$ cat src/hw/rtl/accel_activity_inactivity_detector_unit_assert.svh
// Assertion macros for the activity/inactivity detector.
// Included by the RTL files that carry concurrent checks; needs no package.
`ifndef ACCEL_ACTIVITY_INACTIVITY_DETECTOR_UNIT_ASSERT_SVH
`define ACCEL_ACTIVITY_INACTIVITY_DETECTOR_UNIT_ASSERT_SVH

// same-cycle implication, disabled while reset is asserted
`define AAID_ASSERT_NOW(lbl, clk, rst_n, ante, cons) \
    lbl: assert property (@(posedge clk) disable iff (!rst_n) (ante) |-> (cons)) \
        else $error("aaid assertion failed");

// next-cycle implication, disabled while reset is asserted
`define AAID_ASSERT_NEXT(lbl, clk, rst_n, ante, cons) \
    lbl: assert property (@(posedge clk) disable iff (!rst_n) (ante) |=> (cons)) \
        else $error("aaid assertion failed");

`endif

$ cat src/hw/rtl/aaid_pkg.sv
// Shared types and constants for the activity/inactivity detector.
// No dependencies; used by the interfaces and every RTL module.
`default_nettype none

package aaid_pkg;

    localparam int NUM_AXES   = 3;
    localparam int SAMPLE_W   = 12;
    localparam int DELTA_W    = 12;
    localparam int THR_W      = 11;
    localparam int ACT_TIME_W = 8;
    localparam int INACT_TIME_W = 16;
    localparam int APB_DATA_W = 32;
    localparam int APB_ADDR_W = 4;

    // register indexes (byte address = 4 * index)
    localparam logic [1:0] REG_ACT_THRESHOLD   = 2'd0;
    localparam logic [1:0] REG_INACT_THRESHOLD = 2'd1;
    localparam logic [1:0] REG_ACT_TIME        = 2'd2;
    localparam logic [1:0] REG_INACT_TIME      = 2'd3;

    typedef logic signed [SAMPLE_W-1:0] t_sample;
    typedef logic [DELTA_W-1:0]         t_delta;

    typedef struct packed {
        logic [THR_W-1:0]        act_threshold;
        logic [THR_W-1:0]        inact_threshold;
        logic [ACT_TIME_W-1:0]   act_time;
        logic [INACT_TIME_W-1:0] inact_time;
    } t_cfg;

    typedef struct packed {
        logic act_above;
        logic inact_below;
    } t_flags;

endpackage

`default_nettype wire

$ cat src/hw/rtl/aaid_if.sv
// Valid/ready channel interfaces: sample input and awake-flag result.
// Depends on aaid_pkg.
`default_nettype none

interface aaid_in_if;
    import aaid_pkg::*;

    logic    valid;
    logic    ready;
    t_sample accel_x;
    t_sample accel_y;
    t_sample accel_z;

    modport source (output valid, output accel_x, output accel_y, output accel_z,
                    input ready);
    modport sink   (input valid, input accel_x, input accel_y, input accel_z,
                    output ready);
endinterface

interface aaid_out_if;
    logic valid;
    logic ready;
    logic is_awake;

    modport source (output valid, output is_awake, input ready);
    modport sink   (input valid, input is_awake, output ready);
endinterface

`default_nettype wire

$ cat src/hw/rtl/aaid_lane.sv
// One axis lane: absolute distance of the sample from both references.
// Depends on aaid_pkg.
`default_nettype none

module aaid_lane (
    input  aaid_pkg::t_sample i_sample,
    input  aaid_pkg::t_sample i_act_ref,
    input  aaid_pkg::t_sample i_inact_ref,
    output aaid_pkg::t_delta  o_act_delta,
    output aaid_pkg::t_delta  o_inact_delta
);
    import aaid_pkg::*;

    logic signed [SAMPLE_W:0] act_diff;
    logic signed [SAMPLE_W:0] inact_diff;
    logic signed [SAMPLE_W:0] act_abs;
    logic signed [SAMPLE_W:0] inact_abs;

    assign act_diff   = {i_sample[SAMPLE_W-1], i_sample} - {i_act_ref[SAMPLE_W-1], i_act_ref};
    assign inact_diff = {i_sample[SAMPLE_W-1], i_sample}
                      - {i_inact_ref[SAMPLE_W-1], i_inact_ref};

    assign act_abs   = act_diff[SAMPLE_W] ? -act_diff : act_diff;
    assign inact_abs = inact_diff[SAMPLE_W] ? -inact_diff : inact_diff;

    // |diff| <= 4095, fits the delta width
    assign o_act_delta   = act_abs[DELTA_W-1:0];
    assign o_inact_delta = inact_abs[DELTA_W-1:0];

endmodule

`default_nettype wire

$ cat src/hw/rtl/aaid_merge.sv
// Merge stage: maximum delta over the axis lanes and threshold compares.
// Depends on aaid_pkg.
`default_nettype none

module aaid_merge (
    input  aaid_pkg::t_delta i_act_delta   [aaid_pkg::NUM_AXES],
    input  aaid_pkg::t_delta i_inact_delta [aaid_pkg::NUM_AXES],
    input  aaid_pkg::t_cfg   i_cfg,
    output aaid_pkg::t_flags o_flags
);
    import aaid_pkg::*;

    t_delta max_act;
    t_delta max_inact;

    always_comb begin
        max_act   = '0;
        max_inact = '0;
        for (int i = 0; i < NUM_AXES; i++) begin
            if (i_act_delta[i] > max_act) begin
                max_act = i_act_delta[i];
            end
            if (i_inact_delta[i] > max_inact) begin
                max_inact = i_inact_delta[i];
            end
        end
    end

    assign o_flags.act_above   = max_act > {{(DELTA_W-THR_W){1'b0}}, i_cfg.act_threshold};
    assign o_flags.inact_below = max_inact < {{(DELTA_W-THR_W){1'b0}}, i_cfg.inact_threshold};

endmodule

`default_nettype wire

$ cat src/hw/rtl/aaid_cfg.sv
// APB-style configuration registers: thresholds and time counts.
// Depends on aaid_pkg.
`default_nettype none

module aaid_cfg (
    input  wire logic                          i_clk,
    input  wire logic                          i_rst_n,
    input  wire logic                          psel,
    input  wire logic                          penable,
    input  wire logic                          pwrite,
    input  wire logic [aaid_pkg::APB_ADDR_W-1:0] paddr,
    input  wire logic [aaid_pkg::APB_DATA_W-1:0] pwdata,
    output logic      [aaid_pkg::APB_DATA_W-1:0] prdata,
    output logic                               pready,
    output aaid_pkg::t_cfg                     o_cfg
);
    import aaid_pkg::*;

    t_cfg       r_cfg;
    t_cfg       n_cfg;
    logic       wr_en;
    logic [1:0] reg_idx;

    assign pready  = 1'b1;
    assign wr_en   = psel && penable && pwrite && pready;
    assign reg_idx = paddr[APB_ADDR_W-1:2];

    always_comb begin
        n_cfg = r_cfg;
        if (wr_en) begin
            case (reg_idx)
                REG_ACT_THRESHOLD:   n_cfg.act_threshold   = pwdata[THR_W-1:0];
                REG_INACT_THRESHOLD: n_cfg.inact_threshold = pwdata[THR_W-1:0];
                REG_ACT_TIME:        n_cfg.act_time        = pwdata[ACT_TIME_W-1:0];
                REG_INACT_TIME:      n_cfg.inact_time      = pwdata[INACT_TIME_W-1:0];
                default:             n_cfg = r_cfg;
            endcase
        end
    end

    always_ff @(posedge i_clk) begin
        if (!i_rst_n) begin
            r_cfg <= '0;
        end else begin
            r_cfg <= n_cfg;
        end
    end

    always_comb begin
        case (reg_idx)
            REG_ACT_THRESHOLD:   prdata = APB_DATA_W'(r_cfg.act_threshold);
            REG_INACT_THRESHOLD: prdata = APB_DATA_W'(r_cfg.inact_threshold);
            REG_ACT_TIME:        prdata = APB_DATA_W'(r_cfg.act_time);
            REG_INACT_TIME:      prdata = APB_DATA_W'(r_cfg.inact_time);
            default:             prdata = '0;
        endcase
    end

    assign o_cfg = r_cfg;

endmodule

`default_nettype wire

$ cat src/hw/rtl/accel_activity_inactivity_detector_unit.sv
// Accelerometer activity/inactivity detector, top level.
// Depends on aaid_pkg, aaid_if, aaid_lane, aaid_merge, aaid_cfg and the assert header.
//
// Usage:
//   i_sample carries one x/y/z sample per transfer (12-bit two's complement).
//   o_result carries one is_awake flag per accepted sample, in order.
//   Configuration is written over the APB-style port (4 registers at 0x0..0xC)
//   while no sample is in flight.
// Timing:
//   Three axis lanes form the distances to both references in parallel, a merge
//   stage takes the maximum and compares against the thresholds, and the state
//   update happens at the accepting edge, which also registers the result into the
//   output register, or the skid register while a result waits. One sample per cycle
//   is sustained while i_sample.ready is high; the state registers close the loop.
// Stall:
//   An output register plus a one-entry skid register hold results. A sample is
//   still taken while a result waits; i_sample.ready drops only when both hold data.
// Reset:
//   Synchronous, active low. Clears registers, counters, references, the awake
//   flag and the valid bits of both output stages.
`default_nettype none

`include "accel_activity_inactivity_detector_unit_assert.svh"

module accel_activity_inactivity_detector_unit (
    input  wire logic                          i_clk,
    input  wire logic                          i_rst_n,
    aaid_in_if.sink                            i_sample,
    aaid_out_if.source                         o_result,
    input  wire logic                          psel,
    input  wire logic                          penable,
    input  wire logic                          pwrite,
    input  wire logic [aaid_pkg::APB_ADDR_W-1:0] paddr,
    input  wire logic [aaid_pkg::APB_DATA_W-1:0] pwdata,
    output logic      [aaid_pkg::APB_DATA_W-1:0] prdata,
    output logic                               pready
);
    import aaid_pkg::*;

    t_cfg    cfg;
    t_flags  flags;
    t_sample smp       [NUM_AXES];
    t_delta  act_delta [NUM_AXES];
    t_delta  inact_delta [NUM_AXES];

    logic                    r_awake;
    logic                    n_awake;
    logic [ACT_TIME_W-1:0]   r_wake_count;
    logic [ACT_TIME_W-1:0]   n_wake_count;
    logic [INACT_TIME_W-1:0] r_sleep_count;
    logic [INACT_TIME_W-1:0] n_sleep_count;
    logic                    r_rebase;
    logic                    n_rebase;
    t_sample                 r_act_ref   [NUM_AXES];
    t_sample                 r_inact_ref [NUM_AXES];
    logic                    upd_act_ref;
    logic                    upd_inact_ref;
    logic [ACT_TIME_W-1:0]   wake_inc;
    logic [INACT_TIME_W-1:0] sleep_inc;

    logic r_out_valid;
    logic r_out_awake;
    logic r_skid_valid;
    logic r_skid_awake;
    logic in_xfer;
    logic out_xfer;

    aaid_cfg u_cfg (
        .i_clk   (i_clk),
        .i_rst_n (i_rst_n),
        .psel    (psel),
        .penable (penable),
        .pwrite  (pwrite),
        .paddr   (paddr),
        .pwdata  (pwdata),
        .prdata  (prdata),
        .pready  (pready),
        .o_cfg   (cfg)
    );

    assign smp[0] = i_sample.accel_x;
    assign smp[1] = i_sample.accel_y;
    assign smp[2] = i_sample.accel_z;

    for (genvar g = 0; g < NUM_AXES; g++) begin : g_lane
        aaid_lane u_lane (
            .i_sample      (smp[g]),
            .i_act_ref     (r_act_ref[g]),
            .i_inact_ref   (r_inact_ref[g]),
            .o_act_delta   (act_delta[g]),
            .o_inact_delta (inact_delta[g])
        );
    end

    aaid_merge u_merge (
        .i_act_delta   (act_delta),
        .i_inact_delta (inact_delta),
        .i_cfg         (cfg),
        .o_flags       (flags)
    );

    assign in_xfer  = i_sample.valid && i_sample.ready;
    assign out_xfer = r_out_valid && o_result.ready;

    assign wake_inc  = (r_wake_count == '1) ? r_wake_count : r_wake_count + 1'b1;
    assign sleep_inc = (r_sleep_count == '1) ? r_sleep_count : r_sleep_count + 1'b1;

    always_comb begin
        n_awake       = r_awake;
        n_wake_count  = r_wake_count;
        n_sleep_count = r_sleep_count;
        n_rebase      = r_rebase;
        upd_act_ref   = 1'b0;
        upd_inact_ref = 1'b0;
        if (r_awake) begin
            if (flags.inact_below) begin
                if (sleep_inc >= cfg.inact_time) begin
                    n_awake       = 1'b0;
                    n_rebase      = 1'b1;
                    n_sleep_count = '0;
                end else begin
                    n_sleep_count = sleep_inc;
                end
            end else begin
                n_sleep_count = '0;
                upd_inact_ref = 1'b1;
            end
        end else begin
            if (flags.act_above) begin
                if (wake_inc >= cfg.act_time) begin
                    n_awake      = 1'b1;
                    n_wake_count = '0;
                end else begin
                    n_wake_count = wake_inc;
                end
            end else begin
                n_wake_count = '0;
            end
            upd_inact_ref = !flags.inact_below;
            if (r_rebase) begin
                upd_act_ref = 1'b1;
                n_rebase    = 1'b0;
            end
        end
    end

    always_ff @(posedge i_clk) begin
        if (!i_rst_n) begin
            r_awake       <= 1'b0;
            r_wake_count  <= '0;
            r_sleep_count <= '0;
            r_rebase      <= 1'b0;
            for (int i = 0; i < NUM_AXES; i++) begin
                r_act_ref[i]   <= '0;
                r_inact_ref[i] <= '0;
            end
        end else if (in_xfer) begin
            r_awake       <= n_awake;
            r_wake_count  <= n_wake_count;
            r_sleep_count <= n_sleep_count;
            r_rebase      <= n_rebase;
            for (int i = 0; i < NUM_AXES; i++) begin
                if (upd_act_ref) begin
                    r_act_ref[i] <= smp[i];
                end
                if (upd_inact_ref) begin
                    r_inact_ref[i] <= smp[i];
                end
            end
        end
    end

    // output register with one-entry skid
    assign i_sample.ready  = !r_skid_valid;
    assign o_result.valid  = r_out_valid;
    assign o_result.is_awake = r_out_awake;

    always_ff @(posedge i_clk) begin
        if (!i_rst_n) begin
            r_out_valid  <= 1'b0;
            r_skid_valid <= 1'b0;
        end else if (out_xfer) begin
            if (r_skid_valid) begin
                r_skid_valid <= 1'b0;
            end else begin
                r_out_valid <= in_xfer;
            end
        end else if (in_xfer) begin
            if (r_out_valid) begin
                r_skid_valid <= 1'b1;
            end else begin
                r_out_valid <= 1'b1;
            end
        end
    end

    always_ff @(posedge i_clk) begin
        if (out_xfer) begin
            if (r_skid_valid) begin
                r_out_awake <= r_skid_awake;
            end else if (in_xfer) begin
                r_out_awake <= n_awake;
            end
        end else if (in_xfer) begin
            if (r_out_valid) begin
                r_skid_awake <= n_awake;
            end else begin
                r_out_awake <= n_awake;
            end
        end
    end

    `AAID_ASSERT_NOW(a_skid_needs_out, i_clk, i_rst_n, r_skid_valid, r_out_valid)
    `AAID_ASSERT_NEXT(a_stall_fills_skid, i_clk, i_rst_n,
        in_xfer && r_out_valid && !o_result.ready, r_skid_valid)
    `AAID_ASSERT_NOW(a_rebase_only_asleep, i_clk, i_rst_n, r_rebase, !r_awake)
    `AAID_ASSERT_NOW(a_awake_no_wake_count, i_clk, i_rst_n, r_awake, r_wake_count == '0)
    `AAID_ASSERT_NEXT(a_result_follows_state, i_clk, i_rst_n,
        in_xfer && !r_out_valid, r_out_valid && (r_out_awake == r_awake))

endmodule

`default_nettype wire
$ cat src/flat_wrapper.sv
// flat-port wrapper written by rule: the top's interface ports become plain ports
module accel_activity_inactivity_detector_unit_flat import aaid_pkg::*;
  (i_clk, i_rst_n, psel, penable, pwrite, paddr, pwdata, prdata, pready, i_sample_valid, i_sample_accel_x, i_sample_accel_y, i_sample_accel_z, i_sample_ready, o_result_valid, o_result_is_awake, o_result_ready);
  aaid_in_if i_sample_i ();
  aaid_out_if o_result_i ();
  input  wire logic i_clk;
  input  wire logic i_rst_n;
  input  wire logic psel;
  input  wire logic penable;
  input  wire logic pwrite;
  input  wire logic [aaid_pkg::APB_ADDR_W-1:0] paddr;
  input  wire logic [aaid_pkg::APB_DATA_W-1:0] pwdata;
  output logic      [aaid_pkg::APB_DATA_W-1:0] prdata;
  output logic pready;
  input wire logic [$bits(i_sample_i.valid)-1:0] i_sample_valid;
  input wire logic [$bits(i_sample_i.accel_x)-1:0] i_sample_accel_x;
  input wire logic [$bits(i_sample_i.accel_y)-1:0] i_sample_accel_y;
  input wire logic [$bits(i_sample_i.accel_z)-1:0] i_sample_accel_z;
  output wire logic [$bits(i_sample_i.ready)-1:0] i_sample_ready;
  output wire logic [$bits(o_result_i.valid)-1:0] o_result_valid;
  output wire logic [$bits(o_result_i.is_awake)-1:0] o_result_is_awake;
  input wire logic [$bits(o_result_i.ready)-1:0] o_result_ready;
  assign i_sample_i.valid = i_sample_valid;
  assign i_sample_i.accel_x = i_sample_accel_x;
  assign i_sample_i.accel_y = i_sample_accel_y;
  assign i_sample_i.accel_z = i_sample_accel_z;
  assign i_sample_ready = i_sample_i.ready;
  assign o_result_valid = o_result_i.valid;
  assign o_result_is_awake = o_result_i.is_awake;
  assign o_result_i.ready = o_result_ready;
  accel_activity_inactivity_detector_unit u_core (.i_clk(i_clk), .i_rst_n(i_rst_n), .i_sample(i_sample_i), .o_result(o_result_i), .psel(psel), .penable(penable), .pwrite(pwrite), .paddr(paddr), .pwdata(pwdata), .prdata(prdata), .pready(pready));
endmodule
$ cat config.mk
export PLATFORM = sky130hd
export DESIGN_NAME = accel_activity_inactivity_detector_unit_flat
export DESIGN_NICKNAME = d
export VERILOG_FILES = /design/src/hw/rtl/aaid_pkg.sv /design/src/hw/rtl/aaid_if.sv /design/src/hw/rtl/aaid_lane.sv /design/src/hw/rtl/aaid_merge.sv /design/src/hw/rtl/aaid_cfg.sv /design/src/hw/rtl/accel_activity_inactivity_detector_unit.sv /design/src/flat_wrapper.sv
export VERILOG_INCLUDE_DIRS = /design/src /design/src/hw/rtl
export SDC_FILE = /design/constraint.sdc
export NUM_CORES = 1
export LEC_CHECK = 0
export BUFFER_PORTS_ARGS = -buffer_cell sky130_fd_sc_hd__buf_2
export CAP_MARGIN = 20
export CORE_MARGIN = 2
export CORE_UTILIZATION = 50
export CTS_CLUSTER_DIAMETER = 30
export DETAILED_ROUTE_END_ITERATION = 8
export PLACE_DENSITY = 0.68
export SYNTH_ARGS = -nofsm -noshare
export SYNTH_HDL_FRONTEND = slang
export SYNTH_SLANG_ARGS = --single-unit
$ cat constraint.sdc
create_clock -name i_clk -period 29.5 [get_ports i_clk]
set_clock_uncertainty 0.05 [all_clocks]
set_input_delay 2.95 -clock i_clk [delete_from_list [all_inputs] [get_ports i_clk]]
set_output_delay 2.95 -clock i_clk [all_outputs]
set_load 0.02 [all_outputs]
==> run metrics, run 1 <==
outcome complete, no violations; die span in x 173.4 um; post-DP HPWL 27450 um; Antenna Nets Post-Route 0; Period minus WS final 12670 ps; Worst setup SP type input pin; drt wl/cell 16.22 um; Max clock buf depth 2; largest net degree at the start of global routing 64; Critical Path RT 29400 ps; GR Overflow Total 0; most instantiated cells after synthesis inv_1 (177), ha_1 (173), nand2_1 (145), nor2_1 (108), and2_1 (88); Placeable Area 0.02847 mm^2; Post-CTS Setup Bufs 0; kind of critical path in -> reg; post-synthesis adder-cell area fraction 15.93%; RSZ-0062 raised after global routing no; clock input transition at the sequential cells of the worst setup and hold paths 70 ps; H-tree depth 4; Setup-failing EPs final 0; worst skew pair latency 460 ps; routability congestion estimate 0.9035; Total Routing Usage GR 23.76%; # DRC 0; TritonCTS Buffers 17; Vias per Instance 5.630; async set-reset flop share out of synthesis 0%; post-synth top area share 15.49%; multiplexer share of the synthesized area 5.521%; Max Clk Rate 0.07891 GHz; area leader, netlist edfxtp_1; Die ar. 0.03006 mm^2; crit path max-delay cell type o41ai_2; vias post-DR 12212; Inserted Diodes 0; Setup TNS 0 ps; post-synthesis sequential area ratio 25.82%; Distinct cells, synth 85; layout cell share with drive strength beyond 1 9.076%; Synth Area in XOR/XNOR 7.021%; Post-Synth Simple-Gate Area 20.20%; most used cell, CP a21o_1; flops & latches, synth 148; Crit Path Max Fanout 36; die height 173.4 um; root buf cell clkbuf_16; dominant cells by area after synthesis edfxtp_1 (15%), ha_1 (15%), dfxtp_1 (10%); Most used DFF post-synth edfxtp_1; crit-path max cell delay 870 ps; Final Slew Violations 0; DR pass1 iterations 5; Hold-fix buffers, CTS 0; count leader, synth inv_1; Hold Fails Final Rpt 0; Final #Nets 2030; post-synthesis compound-gate area fraction 18.81%; largest family of logic cells by synthesized area simple AND/OR/NAND/NOR gates; Clock Sinks 148; Worst Max-Slew Pin Slew 1092 ps; area grow syn2layout 9.070%; worst hold path type reg -> reg; Crit. End Element flip-flop; Cells after Synth 1711; # port buffers 79; Post-Syn Area per Cell 8.385 um^2; initial core utilization 50.39%; # IOs 115; YS warnings 0; Post-CTS Resized 0; Max-Cap Viols 0; Final Cell Area 0.01565 mm^2; CTS tree done; first-pass GRT wire length 58120 um; initial antenna violation count 0; FP Rows 62; First DRT Iteration DRCs 639; EDFF count, synth 74; WP data arrival 12570 ps; Synth Cell Area 0.01435 mm^2; Final Cycle Share 42.96%; final wirelength 35180 um; vias in the first global route 11846; Slew Limit Headroom 27.21%; post-place instance area 0.01506 mm^2
worst max-delay path, delay by kind of cell:
family | cells | cell delay, ps
buffers and inverters | 4 | 580
AO/OA/AOI/OAI | 20 | 5370
multiplexers | 1 | 410
XOR/XNOR | 1 | 190
AND/OR/NAND/NOR | 6 | 1560
adder cells (fa/ha/maj) | 5 | 1500
area by class of cell:
class | count | area, um^2
fillers | 2655 | 12820
multi-input cells | 1342 | 9768
flip-flops and latches | 148 | 3704
inverters | 177 | 664.4
well taps | 384 | 480.5
repair buffers | 86 | 447.9
clock buffers | 17 | 425.4
clock inverters | 15 | 157.7
state kept, by name (all words and copies together), names as in the netlist:
register and flops:
u_core.u_cfg.o_cfg 46, u_core.r_act_ref 36, u_core.r_inact_ref 36, u_core.r_sleep_count 16
u_core.r_wake_count 8, u_core.o_result.is_awake 1, u_core.o_result.valid 1, u_core.r_awake 1
u_core.r_rebase 1, u_core.r_skid_awake 1, u_core.r_skid_valid 1
final timing paths:
kind | start | to | slack, ps | depth (start not counted)
setup reg to reg | u_core.r_inact_ref[0][0] | u_core.r_inact_ref[0][11] | 19210 | 36
setup / recovery | i_sample_accel_y[0] | u_core.r_inact_ref[0][11] | 16830 | 37
hold reg to reg | u_core.u_cfg.o_cfg[9] | u_core.u_cfg.o_cfg[9] | 420 | 2
hold / removal | u_core.u_cfg.o_cfg[9] | u_core.u_cfg.o_cfg[9] | 420 | 2
logic make-up (layout without fill, tap and decap cells):
group / after synthesis / after routing
other cells: 2 / 17
mux: 68 / 68
simple gates: 565 / 565
fa+ha+maj: 179 / 179
compound gates: 398 / 398
xor+xnor: 115 / 115
buf+inv: 236 / 295
flops: 148 / 148
routing by layer:
layer	GRT usage, %	vias up	share of wire [%]
met4	8.616	0	2.6
met1	30.85	5724	46
met2	40.08	256	47
li1	-	6169	-
met5	0	-	0
met3	3.662	63	3.9
stage by stage:
| stage | hold WS, ps | setup slack (ps) | instances | util, % |
|---|---|---|---|---|
| after floorplan | 393.5 | 17900 | 1726 | - |
| after global placement | 404.9 | 16630 | 2137 | 52.91 |
| after detailed placement | 412.6 | 16390 | 2137 | 52.91 |
| after CTS | 422.8 | 16900 | 2169 | 54.96 |
| after global routing | 441.5 | 15980 | 2169 | 54.96 |
| final | 420.9 | 16830 | 2169 | 54.96 |
layout by cell type, fill, tap and decap left out, types with 21 or more instances in the layout:
| cell type | instances |
|---|---|
| nand4_1 | 23 |
| xnor2_1 | 72 |
| nand2_1 | 144 |
| nor3_1 | 22 |
| buf_2 | 79 |
| inv_1 | 177 |
| edfxtp_1 | 74 |
| and2_1 | 88 |
| mux2i_1 | 51 |
| o21ai_0 | 67 |
| o21ai_1 | 21 |
| nor2b_1 | 55 |
| dfxtp_1 | 74 |
| a21oi_1 | 81 |
| nor2_1 | 108 |
| nand3_1 | 34 |
| o21a_1 | 21 |
| nand2b_1 | 21 |
| xor2_1 | 43 |
| a21o_1 | 40 |
| ha_1 | 173 |
Power of run 1 is not shown: default switching activity piles up to over one toggle a cycle in this logic, so the estimate is an artifact.
==> run 2, diff against run 1 <==
--- a/config.mk
+++ b/config.mk
@@ -6,6 +6,7 @@
 export SDC_FILE = /design/constraint.sdc
 export NUM_CORES = 1
 export LEC_CHECK = 0
+export ABC_AREA = 1
 export BUFFER_PORTS_ARGS = -buffer_cell sky130_fd_sc_hd__buf_2
 export CAP_MARGIN = 20
 export CORE_MARGIN = 2
==> constraint.sdc (replaced) <==
create_clock -name i_clk -period 12.3 [get_ports i_clk]
set_clock_uncertainty 0.05 [all_clocks]
set_input_delay 1.23 -clock i_clk [delete_from_list [all_inputs] [get_ports i_clk]]
set_output_delay 1.23 -clock i_clk [all_outputs]
set_load 0.02 [all_outputs]
==> run metrics, run 2 <==
Synth Cell Area 0.01449 mm^2 (was 0.01435 mm^2); Post-Synth Simple-Gate Area 27.36% (was 20.20%); Final #Nets 2466 (was 2030); hold wc startpoint u_core.u_cfg.o_cfg[7] (was u_core.u_cfg.o_cfg[9]); WP data arrival 9080 ps (was 12570 ps); crit path max-delay cell type o211ai_4 (was o41ai_2); root buf cell clkbuf_16 (unchanged); vias in the first global route 12750 (was 11846); Worst setup SP type input pin (unchanged); # port buffers 79 (unchanged); Clock Sinks 148 (unchanged); die span in x 174.2 um (was 173.4 um); R2R cell count 43 (was 36); Max-Cap Viols 0 (unchanged); RSZ-0062 raised after global routing no (unchanged); Slew Limit Headroom 28.48% (was 27.21%); vias post-DR 13687 (was 12212); clock input transition at the sequential cells of the worst setup and hold paths 70 ps (about the same); largest net degree at the start of global routing 62 (was 64); Die ar. 0.03035 mm^2 (was 0.03006 mm^2); Distinct cells, synth 53 (was 85); reg2reg start u_core.r_inact_ref[0][12] (was u_core.r_inact_ref[0][0]); initial antenna violation count 1 (was 0); most instantiated cells after synthesis nand2_1 (457), inv_1 (378), nor2_1 (211), ha_1 (173), a21oi_1 (167) (was inv_1 (177), ha_1 (173), nand2_1 (145), nor2_1 (108), and2_1 (88)); Setup TNS 0 ps (unchanged); area grow syn2layout 9.319% (was 9.070%); Placeable Area 0.02863 mm^2 (was 0.02847 mm^2); First DRT Iteration DRCs 1030 (was 639); area leader, netlist edfxtp_1 (unchanged); Crit. End Element flip-flop (unchanged); Post-CTS Resized 0 (unchanged); post-DP HPWL 29620 um (was 27450 um); FP Rows 62 (unchanged); most common library cell in the layout ignoring fill and taps nand2_1 (was inv_1); TritonCTS Buffers 17 (unchanged); Hold Crit Depth 2 (unchanged); YS warnings 0 (unchanged); # DRC 0 (unchanged); Final Cycle Share 72.70%; dominant cells by area after synthesis edfxtp_1 (15%), ha_1 (15%), nand2_1 (12%) (was edfxtp_1 (15%), ha_1 (15%), dfxtp_1 (10%)); Most used DFF post-synth edfxtp_1 (unchanged); first-pass GRT wire length 60690 um (was 58120 um); most used cell, CP nand2_1 (was a21o_1); post-synthesis compound-gate area fraction 13.84% (was 18.81%); flops & latches, synth 148 (unchanged); die height 174.2 um (was 173.4 um); post-synth top area share 15.34% (was 15.49%); Max Clk Rate 0.1118 GHz; crit-path max cell delay 560 ps (was 870 ps); worst skew pair latency 460 ps (about the same); H-tree depth 4 (unchanged); Hold Fails Final Rpt 0 (unchanged); Total Routing Usage GR 24.53% (was 23.76%); Setup-failing EPs final 0 (unchanged); Max clock buf depth 2 (unchanged); Period minus WS final 8942 ps; # IOs 115 (unchanged); routability congestion estimate 0.9104 (was 0.9035); initial core utilization 50.61% (was 50.39%); Crit Path Max Fanout 21 (was 36); most frequent cells in the layout nand2_1 (457), inv_1 (378), nor2_1 (211) (was inv_1 (177), ha_1 (173), nand2_1 (144)); Synth Area in XOR/XNOR 5.441% (was 7.021%); Post-Syn Area per Cell 6.770 um^2 (was 8.385 um^2); Critical R2R Capture u_core.r_inact_ref[0][18] (was u_core.r_inact_ref[0][11]); Hold-fix buffers, CTS 0 (unchanged); GR Overflow Total 0 (unchanged); outcome complete, no violations (unchanged); post-synthesis sequential area ratio 25.56% (was 25.82%); EDFF count, synth 74 (unchanged); Hold EP u_core.u_cfg.o_cfg[7] (was u_core.u_cfg.o_cfg[9]); r2r setup slk 4030 ps (was 19210 ps); kind of critical path in -> reg (unchanged); layout cell share with drive strength beyond 1 7.609% (was 9.076%); DR pass1 iterations 5 (unchanged); Inserted Diodes 0 (unchanged); largest family of logic cells by synthesized area simple AND/OR/NAND/NOR gates (unchanged); Cells after Synth 2140 (was 1711); Worst Max-Slew Pin Slew 1069 ps (was 1092 ps); CTS tree done (unchanged); async set-reset flop share out of synthesis 0% (unchanged); Antenna Nets Post-Route 0 (unchanged); drt wl/cell 14.27 um (was 16.22 um); count leader, synth nand2_1 (was inv_1); max FFs per register 46 (unchanged); Vias per Instance 5.254 (was 5.630); worst hold path type reg -> reg (unchanged); Post-CTS Setup Bufs 0 (unchanged); Final Slew Violations 0 (unchanged); final wirelength 37170 um (was 35180 um); Critical Path RT 12440 ps (was 29400 ps); multiplexer share of the synthesized area 0% (was 5.521%); post-synthesis adder-cell area fraction 15.77% (was 15.93%)
[run 2: cell types whose count changed after synthesis, sizes merged, moves of 48 or more]
| cell | before | now |
|---|---|---|
| nand2 | 145 | 466 |
| inv | 177 | 384 |
| nor2 | 108 | 226 |
| nand3 | 34 | 127 |
| a21oi | 82 | 174 |
| and2 | 88 | 2 |
| nor2b | 55 | 0 |
| o21ai | 90 | 142 |
| mux2i | 51 | 0 |
| xnor2 | 72 | 24 |
[run 2: routing by layer]
| layer | GRT usage, % | vias up | routed length (um) |
|---|---|---|---|
| li1 | - | 7078 | - |
| met1 | 31.81 | 6251 | 17160 |
| met2 | 43.01 | 320 | 17750 |
| met3 | 3.018 | 38 | 1660 |
| met4 | 6.513 | 0 | 597 |
| met5 | 0 | - | 0 |
[run 2: cell families after synthesis]
logic type      after synthesis
buf+inv                     436
fa+ha+maj                   179
other cells                   2
flops                       148
xor+xnor                     90
compound gates              367
simple gates                918
[run 2: worst max path at each step]
stage	slack [ps]	from	end	cells after the start
2_1_floorplan	3490	i_sample_accel_x[0]	u_core.r_inact_ref[0][0]	48
3_3_place_gp	3120	i_sample_accel_y[0]	u_core.r_inact_ref[0][20]	43
3_5_place_dp	2900	i_sample_accel_y[0]	u_core.r_inact_ref[0][18]	44
4_1_cts	3370	i_sample_accel_y[0]	u_core.r_inact_ref[0][18]	44
5_1_grt	2550	i_sample_accel_x[0]	u_core.r_inact_ref[0][35]	48
6_report	3360	i_sample_accel_y[0]	u_core.r_inact_ref[0][18]	45
[run 2: cell type report]
type                       count  area [um^2]
clock buffer                  17        425.4
clock inverter                15        214.0
fill                        2817        12790
inverter                     385         1445
multi-input combinational   1571         9129
sequential                   148         3704
tap                          384        480.5
timing repair buffer          85        440.4
[run 2: worst max-delay path, delay by kind of cell]
kind	cells	cell delay, ps
fa+ha+maj	5	1620
buf+inv	9	1660
compound gates	11	2120
simple gates	20	2420
[run 2: stage by stage]
stage,hold slack (ps),utilization [%],instance area (um^2),setup WS [ps],cells
5_1_grt,461.4,55.33,15840,2549,2605
3_3_place_gp,423.2,53.09,15200,3123,2573
4_1_cts,437.2,55.33,15840,3371,2605
2_1_floorplan,395.8,-,14540,3492,2155
6_report,432.2,55.33,15840,3358,2605
3_5_place_dp,424.5,53.09,15200,2899,2573
Power of run 2 is left out for the same reason.
==> run 3, diff against run 2 <==
--- a/config.mk
+++ b/config.mk
@@ -6,14 +6,14 @@
 export SDC_FILE = /design/constraint.sdc
 export NUM_CORES = 1
 export LEC_CHECK = 0
-export ABC_AREA = 1
+export ABC_AREA = 0
 export BUFFER_PORTS_ARGS = -buffer_cell sky130_fd_sc_hd__buf_2
 export CAP_MARGIN = 20
 export CORE_MARGIN = 2
 export CORE_UTILIZATION = 50
 export CTS_CLUSTER_DIAMETER = 30
 export DETAILED_ROUTE_END_ITERATION = 8
-export PLACE_DENSITY = 0.68
+export PLACE_DENSITY = 0.71
 export SYNTH_ARGS = -nofsm -noshare
 export SYNTH_HDL_FRONTEND = slang
 export SYNTH_SLANG_ARGS = --single-unit
==> constraint.sdc (replaced) <==
create_clock -name i_clk -period 7.45 [get_ports i_clk]
set_clock_uncertainty 0.05 [all_clocks]
set_input_delay 0.745 -clock i_clk [delete_from_list [all_inputs] [get_ports i_clk]]
set_output_delay 0.745 -clock i_clk [all_outputs]
set_load 0.02 [all_outputs]
==> run metrics, run 3 (same netlist as run 1, synthesis figures left out) <==
initial core utilization 50.39% (was 50.61%); fillers 2240 (was 2817); crit-path max cell delay 370 ps (was 560 ps); Worst Max-Slew Pin Slew 1040 ps (was 1069 ps); Crit Path Max Fanout 7 (was 21); routability congestion estimate 0.9055 (was 0.9104); Antenna Nets Post-Route 0 (unchanged); Max Clk Rate 0.1263 GHz; vias in the first global route 13887 (was 12750); Clock Sinks 148 (unchanged); worst setup margin -467.0 ps (was 3358 ps); Hold Fails Final Rpt 0 (unchanged); Max clock buf depth 2 (unchanged); die span in x 173.4 um (was 174.2 um); area grow syn2layout 32.78% (was 9.319%); setup slack at placement -1125 ps (was 2899 ps); Vias per Instance 5.593 (was 5.254); fin util 66.91% (was 55.33%); Max-Cap Viols 0 (unchanged); Placeable Area 0.02847 mm^2 (was 0.02863 mm^2); root buf cell clkbuf_16 (unchanged); First DRT Iteration DRCs 976 (was 1030); crit path max-delay cell type o41ai_2 (was o211ai_4); DR pass1 iterations 5 (unchanged); worst hold path type reg -> reg (unchanged); # port buffers 79 (unchanged); Hold-fix buffers, CTS 0 (unchanged); post-placement cell count 2428 (was 2573); Die ar. 0.03006 mm^2 (was 0.03035 mm^2); Total Routing Usage GR 27.30% (was 24.53%); Inserted Diodes 0 (unchanged); # DRC 0 (unchanged); clock input transition at the sequential cells of the worst setup and hold paths 70 ps (about the same); worst skew pair latency 440 ps (was 460 ps); Period minus WS final 7917 ps; FF+latch area 0.003704 mm^2 (unchanged); Slew Limit Headroom 30.41% (was 28.48%); TritonCTS Buffers 17 (unchanged); most frequent cells in the layout buf_4 (318), inv_1 (172), ha_1 (160) (was nand2_1 (457), inv_1 (378), nor2_1 (211)); most common library cell in the layout ignoring fill and taps buf_4 (was nand2_1); Final #Nets 2361 (was 2466); Setup-failing EPs final 100 (was 0); final wirelength 41720 um (was 37170 um); H-tree depth 4 (unchanged); outcome finished, violations left (was complete, no violations); drt wl/cell 16.69 um (was 14.27 um); kind of critical path in -> reg (unchanged); vias post-DR 13982 (was 13687); initial antenna violation count 0 (was 1); violated checks negative setup slack; WP data arrival 8070 ps (was 9080 ps); post-DP HPWL 31100 um (was 29620 um); first-pass GRT wire length 67140 um (was 60690 um); footprint of the multi-input gates 0.01055 mm^2 (was 0.009129 mm^2); # IOs 115 (unchanged); Crit. End Element flip-flop (unchanged); max FFs per register 46 (unchanged); Final Slew Violations 0 (unchanged); layout cell share with drive strength beyond 1 28.36% (was 7.609%); FP Rows 62 (unchanged); die height 173.4 um (was 174.2 um); RSZ-0062 raised after global routing yes (was no); Min Hold Slack 416.8 ps (was 432.2 ps); largest net degree at the start of global routing 64 (was 62); final non-filler cell total 2500 (was 2605); Critical Path RT 7600 ps (was 12440 ps); CTS tree done (unchanged); Final Cycle Share 106.3%; Worst setup SP type input pin (unchanged); GR Overflow Total 0 (unchanged); most used cell, CP a21o_1 (was nand2_1)
-- run 3: cell count changes in the layout (fill, tap and decap cells not counted), sizes merged, moves of 23 or more --
cell	before	now
mux2i	0	51
nor2b	0	55
xnor2	24	72
nand2	466	145
a21oi	174	82
and2	2	88
buf	85	416
o21ai	142	90
nand3	127	34
inv	391	185
a21o	1	40
nor2	226	108
xor2	66	43
-- run 3: what timing repair did --
item / CTS / global route
pin swaps: 47 / 52
endpoints found under the setup margin: 100 / 100
cloned: 2 / 2
setup buffers: 28 / 9
resized for setup: 91 / 34
-- run 3: per-stage QoR --
step	setup TNS [ps]	instance area, um^2
floorplan	-43200	14710
global placement	-97660	17510
detailed placement	-107060	17510
CTS	-34580	18760
global route	-73700	19050
finish	-38820	19050
-- run 3: critical path, delay by kind of cell --
family | cells | cell delay (ps)
adders and majority gates | 5 | 1330
AOI/OAI and AO/OA | 18 | 3170
buffers and inverters | 11 | 1430
and+or+nand+nor | 5 | 1060
xor gates and xnor gates | 2 | 290
-- run 3: area by class of cell --
class	count	share of cell area, %
repair buffers	417	16.14
clock buffers	17	2.233
multi-input cells	1342	55.37
well taps	384	2.522
inverters	177	3.553
clock inverters	15	0.7422
flip-flops and latches	148	19.44
-- run 3: worst paths after layout --
| path | from | to | slack [ps] | cells after the start |
|---|---|---|---|---|
| setup reg to reg | u_core.r_inact_ref[0][0] | u_core.r_inact_ref[0][23] | -310 | 39 |
| hold reg to reg | u_core.u_cfg.o_cfg[10] | u_core.u_cfg.o_cfg[10] | 420 | 2 |
| hold / removal | u_core.u_cfg.o_cfg[10] | u_core.u_cfg.o_cfg[10] | 420 | 2 |
| setup / recovery | i_sample_accel_y[0] | u_core.r_inact_ref[0][23] | -470 | 41 |
-- run 3: routing by layer --
| layer | track usage [%] | vias up | share of wire [%] |
|---|---|---|---|
| li1 | - | 6836 | - |
| met3 | 2.982 | 100 | 4.1 |
| met4 | 11.51 | 0 | 3.6 |
| met5 | 0 | - | 0 |
| met2 | 46.87 | 368 | 48 |
| met1 | 34.93 | 6678 | 44 |
Power of run 3 is left out for the same reason.
